`src/hdl/cfcp_pkg.sv`:
```
// Shared types and constants for the class file constant pool parser.
`timescale 1ns / 1ps
`default_nettype none
package cfcp_pkg;

	typedef enum logic [10:0] {
		PH_MAGIC = 11'b000_0000_0001,
		PH_MINOR = 11'b000_0000_0010,
		PH_MAJOR = 11'b000_0000_0100,
		PH_COUNT = 11'b000_0000_1000,
		PH_TAG   = 11'b000_0001_0000,
		PH_TLEN  = 11'b000_0010_0000,
		PH_TCHR  = 11'b000_0100_0000,
		PH_IDXA  = 11'b000_1000_0000,
		PH_IDXB  = 11'b001_0000_0000,
		PH_HALT  = 11'b010_0000_0000,
		PH_DONE  = 11'b100_0000_0000
	} phase_t;

	localparam logic [1:0] KIND_HEADER = 2'd0;
	localparam logic [1:0] KIND_ENTRY  = 2'd1;
	localparam logic [1:0] KIND_CHAR   = 2'd2;
	localparam logic [1:0] KIND_ERROR  = 2'd3;

	localparam logic [7:0] TAG_UTF8     = 8'h01;
	localparam logic [7:0] TAG_CLASS    = 8'h07;
	localparam logic [7:0] TAG_STRING   = 8'h08;
	localparam logic [7:0] TAG_FIELD    = 8'h09;
	localparam logic [7:0] TAG_METHOD   = 8'h0A;
	localparam logic [7:0] TAG_NAMETYPE = 8'h0C;

	typedef struct packed {
		phase_t      phase;
		logic [1:0]  bif;
		logic [31:0] magic;
		logic [15:0] minor;
		logic [15:0] major;
		logic [15:0] count;
		logic [15:0] done;
		logic [7:0]  tag;
		logic [15:0] idx_a;
		logic [15:0] idx_b;
		logic [15:0] len;
		logic [15:0] left;
	} parse_st_t;

	localparam parse_st_t ST_RESET = '{
		phase: PH_MAGIC, bif: 2'd0, magic: 32'd0, minor: 16'd0, major: 16'd0,
		count: 16'd0, done: 16'd0, tag: 8'd0, idx_a: 16'd0, idx_b: 16'd0,
		len: 16'd0, left: 16'd0
	};

	typedef struct packed {
		logic [1:0]  kind;
		logic [31:0] magic;
		logic [15:0] minor;
		logic [15:0] major;
		logic [15:0] count;
		logic [7:0]  tag;
		logic [15:0] first;
		logic [15:0] second;
		logic [15:0] length;
		logic [7:0]  chr;
		logic        last;
		logic [15:0] number;
	} rec_t;

endpackage
`default_nettype wire

```
`src/hdl/cfcp_parse_core.sv`:
```
// Parse state registers and the per-byte next-state and record logic.
`timescale 1ns / 1ps
`default_nettype none
module cfcp_parse_core (
	input  wire              clk,
	input  wire              arst_n,
	input  wire              en,
	input  wire [7:0]        data_byte,
	input  wire              start_file,
	output cfcp_pkg::rec_t   rec,
	output logic             rec_valid
);
	import cfcp_pkg::*;

	parse_st_t st_q;
	parse_st_t cur;
	parse_st_t nxt;
	logic        fin;
	logic [7:0]  fin_ch;
	logic        err;
	logic        chr;
	logic        hdr;
	logic        last;
	logic [15:0] total;

	always_comb begin
		cur = start_file ? ST_RESET : st_q;
		nxt = cur;
		fin = 1'b0;
		fin_ch = 8'd0;
		err = 1'b0;
		chr = 1'b0;
		hdr = 1'b0;
		case (cur.phase)
			PH_MAGIC: begin
				nxt.magic = {cur.magic[23:0], data_byte};
				if (cur.bif == 2'd3) begin
					nxt.bif = 2'd0;
					nxt.phase = PH_MINOR;
				end else begin
					nxt.bif = cur.bif + 2'd1;
				end
			end
			PH_MINOR: begin
				nxt.minor = {cur.minor[7:0], data_byte};
				if (cur.bif == 2'd1) begin
					nxt.bif = 2'd0;
					nxt.phase = PH_MAJOR;
				end else begin
					nxt.bif = 2'd1;
				end
			end
			PH_MAJOR: begin
				nxt.major = {cur.major[7:0], data_byte};
				if (cur.bif == 2'd1) begin
					nxt.bif = 2'd0;
					nxt.phase = PH_COUNT;
				end else begin
					nxt.bif = 2'd1;
				end
			end
			PH_COUNT: begin
				nxt.count = {cur.count[7:0], data_byte};
				if (cur.bif == 2'd0) begin
					nxt.bif = 2'd1;
				end else begin
					nxt.bif = 2'd0;
					nxt.done = 16'd0;
					hdr = 1'b1;
					// a count of zero or one leaves the pool empty
					nxt.phase = (nxt.count <= 16'd1) ? PH_DONE : PH_TAG;
				end
			end
			PH_TAG: begin
				nxt.tag = data_byte;
				nxt.idx_a = 16'd0;
				nxt.idx_b = 16'd0;
				nxt.len = 16'd0;
				nxt.left = 16'd0;
				nxt.bif = 2'd0;
				if (data_byte == TAG_UTF8) begin
					nxt.phase = PH_TLEN;
				end else if (data_byte == TAG_CLASS || data_byte == TAG_STRING ||
						data_byte == TAG_FIELD || data_byte == TAG_METHOD ||
						data_byte == TAG_NAMETYPE) begin
					nxt.phase = PH_IDXA;
				end else begin
					err = 1'b1;
					nxt.phase = PH_HALT;
				end
			end
			PH_TLEN: begin
				nxt.len = {cur.len[7:0], data_byte};
				if (cur.bif == 2'd0) begin
					nxt.bif = 2'd1;
				end else begin
					nxt.bif = 2'd0;
					nxt.left = nxt.len;
					if (nxt.len == 16'd0) fin = 1'b1;
					else nxt.phase = PH_TCHR;
				end
			end
			PH_TCHR: begin
				nxt.left = cur.left - 16'd1;
				if (nxt.left == 16'd0) begin
					fin = 1'b1;
					fin_ch = data_byte;
				end else begin
					chr = 1'b1;
				end
			end
			PH_IDXA: begin
				nxt.idx_a = {cur.idx_a[7:0], data_byte};
				if (cur.bif == 2'd0) begin
					nxt.bif = 2'd1;
				end else begin
					nxt.bif = 2'd0;
					if (cur.tag == TAG_CLASS || cur.tag == TAG_STRING) fin = 1'b1;
					else nxt.phase = PH_IDXB;
				end
			end
			PH_IDXB: begin
				nxt.idx_b = {cur.idx_b[7:0], data_byte};
				if (cur.bif == 2'd0) nxt.bif = 2'd1;
				else fin = 1'b1;
			end
			default: begin
				// halted after an error or past the pool: drop the byte
			end
		endcase

		total = (cur.count == 16'd0) ? 16'd0 : cur.count - 16'd1;
		last = ({1'b0, cur.done} + 17'd1) >= {1'b0, total};

		rec = '0;
		rec_valid = hdr | fin | err | chr;
		if (hdr) begin
			rec.kind = KIND_HEADER;
			rec.magic = nxt.magic;
			rec.minor = nxt.minor;
			rec.major = nxt.major;
			rec.count = nxt.count;
			rec.last = (nxt.count <= 16'd1);
		end else begin
			rec.tag = nxt.tag;
			rec.number = cur.done;
			if (!err) begin
				rec.first = nxt.idx_a;
				rec.second = nxt.idx_b;
				rec.length = nxt.len;
			end
			if (err) begin
				rec.kind = KIND_ERROR;
			end else if (chr) begin
				rec.kind = KIND_CHAR;
				rec.chr = data_byte;
			end else begin
				rec.kind = KIND_ENTRY;
				rec.chr = fin_ch;
				rec.last = last;
			end
		end
		if (fin) begin
			nxt.done = cur.done + 16'd1;
			nxt.phase = last ? PH_DONE : PH_TAG;
			nxt.bif = 2'd0;
		end
	end

	always_ff @(posedge clk or negedge arst_n) begin
		if (!arst_n) begin
			st_q <= ST_RESET;
		end else if (en) begin
			st_q <= nxt;
		end
	end

endmodule
`default_nettype wire

```
`src/hdl/class_file_constant_pool_parser.sv`:
```
// Top level: input register, parse core and result register.
//
//  channel | handshake            | payload
//  input   | in_valid / in_ready  | data_byte, start_file
//  output  | out_valid / out_ready| record_kind .. entry_number (zero or one per byte)
//
// One byte is taken per cycle while the input register is free or advancing; a
// byte's record passes through the input register and then the result register
// around the core before it appears on the outputs.
// Reset returns the parser to waiting for the magic number; start_file does the
// same for the byte that carries it.
// A stalled result holds in the output register; the input side keeps moving as
// long as that register is free or being emptied in the same cycle.
`timescale 1ns / 1ps
`default_nettype none
module class_file_constant_pool_parser (
	input  wire         clk,
	input  wire         arst_n,
	input  wire         in_valid,
	output logic        in_ready,
	input  wire  [7:0]  data_byte,
	input  wire         start_file,
	output logic        out_valid,
	input  wire         out_ready,
	output logic [1:0]  record_kind,
	output logic [31:0] magic_word,
	output logic [15:0] minor_version,
	output logic [15:0] major_version,
	output logic [15:0] pool_count,
	output logic [7:0]  entry_tag,
	output logic [15:0] first_index,
	output logic [15:0] second_index,
	output logic [15:0] text_length,
	output logic [7:0]  text_char,
	output logic        last_entry,
	output logic [15:0] entry_number
);
	import cfcp_pkg::*;

	logic       valid_s1;
	logic [7:0] data_s1;
	logic       start_s1;
	logic       advance;
	rec_t       rec;
	logic       rec_valid;
	rec_t       rec_q;
	logic       out_valid_q;

	assign advance  = !out_valid_q || out_ready;
	assign in_ready = !valid_s1 || advance;

	always_ff @(posedge clk or negedge arst_n) begin
		if (!arst_n) begin
			valid_s1 <= 1'b0;
		end else if (in_ready) begin
			valid_s1 <= in_valid;
		end
	end

	always_ff @(posedge clk) begin
		if (in_valid && in_ready) begin
			data_s1  <= data_byte;
			start_s1 <= start_file;
		end
	end

	cfcp_parse_core u_core (
		.clk        (clk),
		.arst_n     (arst_n),
		.en         (valid_s1 && advance),
		.data_byte  (data_s1),
		.start_file (start_s1),
		.rec        (rec),
		.rec_valid  (rec_valid)
	);

	always_ff @(posedge clk or negedge arst_n) begin
		if (!arst_n) begin
			out_valid_q <= 1'b0;
		end else if (advance) begin
			out_valid_q <= valid_s1 && rec_valid;
		end
	end

	// hold the record while downstream stalls
	always_ff @(posedge clk) begin
		if (advance && valid_s1 && rec_valid) begin
			rec_q <= rec;
		end
	end

	assign out_valid     = out_valid_q;
	assign record_kind   = rec_q.kind;
	assign magic_word    = rec_q.magic;
	assign minor_version = rec_q.minor;
	assign major_version = rec_q.major;
	assign pool_count    = rec_q.count;
	assign entry_tag     = rec_q.tag;
	assign first_index   = rec_q.first;
	assign second_index  = rec_q.second;
	assign text_length   = rec_q.length;
	assign text_char     = rec_q.chr;
	assign last_entry    = rec_q.last;
	assign entry_number  = rec_q.number;

endmodule
`default_nettype wire
```
`config.mk`:
```
export PLATFORM = sky130hd
export DESIGN_NAME = class_file_constant_pool_parser
export DESIGN_NICKNAME = d
export VERILOG_FILES = /design/src/hdl/cfcp_pkg.sv /design/src/hdl/cfcp_parse_core.sv /design/src/hdl/class_file_constant_pool_parser.sv
export SDC_FILE = /design/constraint.sdc
export NUM_CORES = 1
export LEC_CHECK = 0
export BUFFER_PORTS_ARGS = -buffer_cell sky130_fd_sc_hd__buf_2
export CAP_MARGIN = 40
export CORE_UTILIZATION = 50
export CTS_BUF_LIST = sky130_fd_sc_hd__clkbuf_8 sky130_fd_sc_hd__clkbuf_16
export CTS_CLUSTER_SIZE = 24
export DETAILED_ROUTE_END_ITERATION = 12
export GPL_ROUTABILITY_DRIVEN = 1
export PLACE_DENSITY = 0.69
export SYNTH_ARGS = -nofsm -noshare
export SYNTH_HDL_FRONTEND = slang
export SYNTH_SLANG_ARGS = --single-unit
```
`constraint.sdc`:
```
create_clock -name clk -period 11.1 [get_ports clk]
set_input_delay 1.665 -clock clk [delete_from_list [all_inputs] [get_ports clk]]
set_output_delay 1.665 -clock clk [all_outputs]
set_load 0.01 [all_outputs]
```
==> impl_metrics.env <==
export IMPL_grt_antenna_before_repair=0
export IMPL_power_static_leakage_uw=0.00837
export IMPL_layout_drive_gt1_share_pct=18.4
export IMPL_grt_first_pass_wirelength_mm=69.9
export IMPL_max_cap_violations=0
export IMPL_run_status="finished, final reports clean"
export IMPL_placementRows=67
export IMPL_clock_buffers_created_by_tritoncts=38
export IMPL_max_slew_margin_pct=41.1
export IMPL_ys_async_sr_fraction_pct=51.5
export IMPL_wl_per_cell_um=19.9
export IMPL_reg2reg_depth=9
export IMPL_avgViaCountPerCell=5.94
export IMPL_clk_root_buffer_cell="sky130_fd_sc_hd__clkbuf_16"
export IMPL_postSynthNetCount=1649
export IMPL_drcViolationCount=0
export IMPL_final_max_slew_viol_count=0
export IMPL_drt_first_pass_iters=6
export IMPL_grt_overflow=0
export IMPL_yosysTopAreaCellShare_pct=30.3
export IMPL_tightest_slew_ns=0.884
export IMPL_cts_tree="yes"
export IMPL_finish_utilization_pct=58.5
export IMPL_hold_class="reg -> reg"
export IMPL_post_dp_hpwl_mm=28.3
export IMPL_critical_path_class="reg -> reg"
export IMPL_setup_viol=0
export IMPL_place_worst_setup_slack_ns=6.08
export IMPL_n_antenna_cell=0
export IMPL_cts_path_max_buffers=3
export IMPL_worst_setup_path_start_kind="flop"
export IMPL_fin_worst_skew_ns=0.0171
export IMPL_timing_rr_start="start_s1"
export IMPL_ys_seq_area_share_pct=57.2
export IMPL_floorplan_die_height_um=187
export IMPL_critical_path_peak_fanout=75
export IMPL_routed_wl_mm=44.3
export IMPL_grt_setup_unrepaired="false"
export IMPL_cts_htree_levels=2
export IMPL_synth_top_area_cell="sky130_fd_sc_hd__edfxtp_1"
export IMPL_floorplan_die_area_um2=34800
export IMPL_clock_sinks=355
export IMPL_final_worst_path_cycle_share_pct=46.1
export IMPL_grt_overall_usage_pct=25.2
export IMPL_pin_count_of_the_biggest_net_entering_global_routing=83
export IMPL_post_cts_setup_repair_bufs=0
export IMPL_critPathArrivalTime_ns=5.26
export IMPL_r2r_setup_slack_ns=5.98
export IMPL_route_vias_total=13200
export IMPL_hold_path_cell_count=2
export IMPL_first_global_vias=12300
export IMPL_irDropWorstVdd_v=0.000103
export IMPL_totalNegativeSetupSlack_ns=0
export IMPL_cts_reportedPaths_clkPinSlew_ns=0.06
export IMPL_whs_endpoint="u_core.st_q[117]"
export IMPL_io_pins=178
export IMPL_powerDensity_nw_per_um2=167
export IMPL_syn_mean_instance_area_um2=10.6
export IMPL_final_hold_viol_count=0
export IMPL_hold_path_startpoint="u_core.st_q[117]"
export IMPL_syn_instance_count=1612
export IMPL_finalHoldWorstSlack_ns=0.482
export IMPL_areaGrowthSynthToFinish_pct=15.1
export IMPL_antenna_violation_net_count_after_detailed_routing=0
export IMPL_gp_routability_congestion=0.894
export IMPL_timing_critical_path_required_ns=11.24
export IMPL_core_um2=33500
export IMPL_worst_slack_ns=5.98
export IMPL_synth_yosys_warnings=0
export IMPL_synth_enable_flop_cells=172
export IMPL_buffer_ports_inserted=177
export IMPL_clock_latency_ns=0.53
export IMPL_synth_distinct_cells=83
export IMPL_first_iter_violations=1464
export IMPL_timing_rr_end="minor_version[13]"
export IMPL_nNetsFinal=1783
export IMPL_dieWidth_um=187
export IMPL_top_cells_by_area_in_the_synthesized_netlist="sky130_fd_sc_hd__edfxtp_1 (30%), sky130_fd_sc_hd__dfrtp_1 (27%), sky130_fd_sc_hd__nand2_1 (5.2%), sky130_fd_sc_hd__a22o_1 (3.9%), sky130_fd_sc_hd__o21ai_0 (3.4%)"
export IMPL_hold_bufs_at_cts=0
export IMPL_fmax_mhz=195
export IMPL_synth_ff_latch_count=355
export IMPL_synth_top_flop_cell="sky130_fd_sc_hd__dfrtp_1"
export IMPL_cts_resized=0
export IMPL_setup_worst_path_end_class="flop"
export IMPL_final_min_clock_period_ns=5.12
export IMPL_mapped_area_um2=17000
export IMPL_start_util_pct=50.8
power by group:
| part | switching [µW] | internal, µW |
|---|---|---|
| registers | 68.8 | 1480 |
| logic | 298 | 146 |
| clock network | 517 | 763 |
| total | 883 | 2380 |
flip-flops by register name, summed over array words and instances, names as in the netlist, 16 cells and up:
name	count
entry_number	16
first_index	16
magic_word	32
major_version	16
minor_version	16
pool_count	16
second_index	16
text_length	16
u_core.st_q	181
kinds of logic after synthesis:
group / share of synthesized area (%)
and+or+nand+nor: 15.9
AOI/OAI and AO/OA: 18.5
DFF: 57.2
buffers and inverters: 3.43
xor gates and xnor gates: 1.34
muxes: 1.79
adders and majority gates: 1.76
per-stage QoR:
stage	cells	power, µW	cell area [µm²]
6_report	2221	3270	19600
5_1_grt	2221	3400	19600
4_1_cts	2221	3290	19600
3_5_place_dp	2154	2010	18400
3_3_place_gp	2141	1990	18200
2_1_floorplan	1612	1870	17000
how the worst max path moves through the flow:
stage / startpoint / to / slack [ns] / cells past startpoint
final: start_s1 / minor_version[13] / 5.98 / 9
after CTS: start_s1 / magic_word[22] / 6.04 / 9
after floorplan: out_ready / entry_number[0] / 1.17 / 6
after global routing: start_s1 / last_entry / 5.61 / 17
after global placement: start_s1 / second_index[8] / 6.18 / 9
after detailed placement: start_s1 / minor_version[5] / 6.08 / 9
area by class of cell:
class / count / area (µm²)
clock buffer: 38 / 951
clock inverter: 29 / 293
fill: 2829 / 13900
inverter: 13 / 48.8
multi-input combinational: 1118 / 6730
sequential: 355 / 9750
tap: 448 / 561
timing repair buffer: 220 / 1280
routing by layer:
| layer | GRT usage, % | vias up | wire (µm) |
|---|---|---|---|
| met5 | 0 | - | 0 |
| met4 | 5.86 | 0 | 749 |
| met3 | 3.76 | 60 | 3130 |
| met2 | 37.9 | 580 | 20000 |
| li1 | - | 6129 | - |
| met1 | 38.4 | 6431 | 20400 |
Yosys cell counts, types with 16 or more instances:
| master | count |
|---|---|
| sky130_fd_sc_hd__a21boi_0 | 40 |
| sky130_fd_sc_hd__dfrtp_1 | 182 |
| sky130_fd_sc_hd__a21oi_1 | 103 |
| sky130_fd_sc_hd__nand2_1 | 234 |
| sky130_fd_sc_hd__clkbuf_1 | 103 |
| sky130_fd_sc_hd__nor2_1 | 129 |
| sky130_fd_sc_hd__a22oi_1 | 69 |
| sky130_fd_sc_hd__mux2_2 | 16 |
| sky130_fd_sc_hd__and2_1 | 38 |
| sky130_fd_sc_hd__o21ai_0 | 116 |
| sky130_fd_sc_hd__nand3_1 | 26 |
| sky130_fd_sc_hd__edfxtp_1 | 172 |
| sky130_fd_sc_hd__and3_1 | 29 |
| sky130_fd_sc_hd__nor3_1 | 24 |
| sky130_fd_sc_hd__a22o_1 | 76 |
| sky130_fd_sc_hd__ha_1 | 24 |
layout by cell type, fill, tap and decap left out, types with 14 or more instances in the layout:
| cell | synthesis | routed |
|---|---|---|
| sky130_fd_sc_hd__nor3_1 | 24 | 24 |
| sky130_fd_sc_hd__buf_2 | 7 | 176 |
| sky130_fd_sc_hd__dfrtp_1 | 182 | 182 |
| sky130_fd_sc_hd__a21boi_0 | 40 | 40 |
| sky130_fd_sc_hd__edfxtp_1 | 172 | 172 |
| sky130_fd_sc_hd__a22o_1 | 76 | 76 |
| sky130_fd_sc_hd__ha_1 | 24 | 24 |
| sky130_fd_sc_hd__buf_4 | 4 | 38 |
| sky130_fd_sc_hd__clkbuf_16 | 0 | 38 |
| sky130_fd_sc_hd__mux2_2 | 16 | 16 |
| sky130_fd_sc_hd__nor2_1 | 129 | 127 |
| sky130_fd_sc_hd__o21ai_0 | 116 | 115 |
| sky130_fd_sc_hd__nand3_1 | 26 | 26 |
| sky130_fd_sc_hd__inv_1 | 12 | 14 |
| sky130_fd_sc_hd__and3_1 | 29 | 29 |
| sky130_fd_sc_hd__a21oi_1 | 103 | 103 |
| sky130_fd_sc_hd__nand2_1 | 234 | 233 |
| sky130_fd_sc_hd__and2_1 | 38 | 38 |
| sky130_fd_sc_hd__a22oi_1 | 69 | 69 |
worst max-delay path, stage by stage, from the launching register on:
cell and delay (ns):
sky130_fd_sc_hd__edfxtp_1 0.36, sky130_fd_sc_hd__buf_4 0.63, sky130_fd_sc_hd__buf_4 0.64, sky130_fd_sc_hd__o211a_1 0.28
sky130_fd_sc_hd__and3b_1 0.62, sky130_fd_sc_hd__o21ai_0 0.43, sky130_fd_sc_hd__nand2_1 0.20, sky130_fd_sc_hd__nor3_1 0.10
sky130_fd_sc_hd__nor2_4 0.56, sky130_fd_sc_hd__buf_4 0.76
No activity file was read; power rests on OpenSTA's default activity.
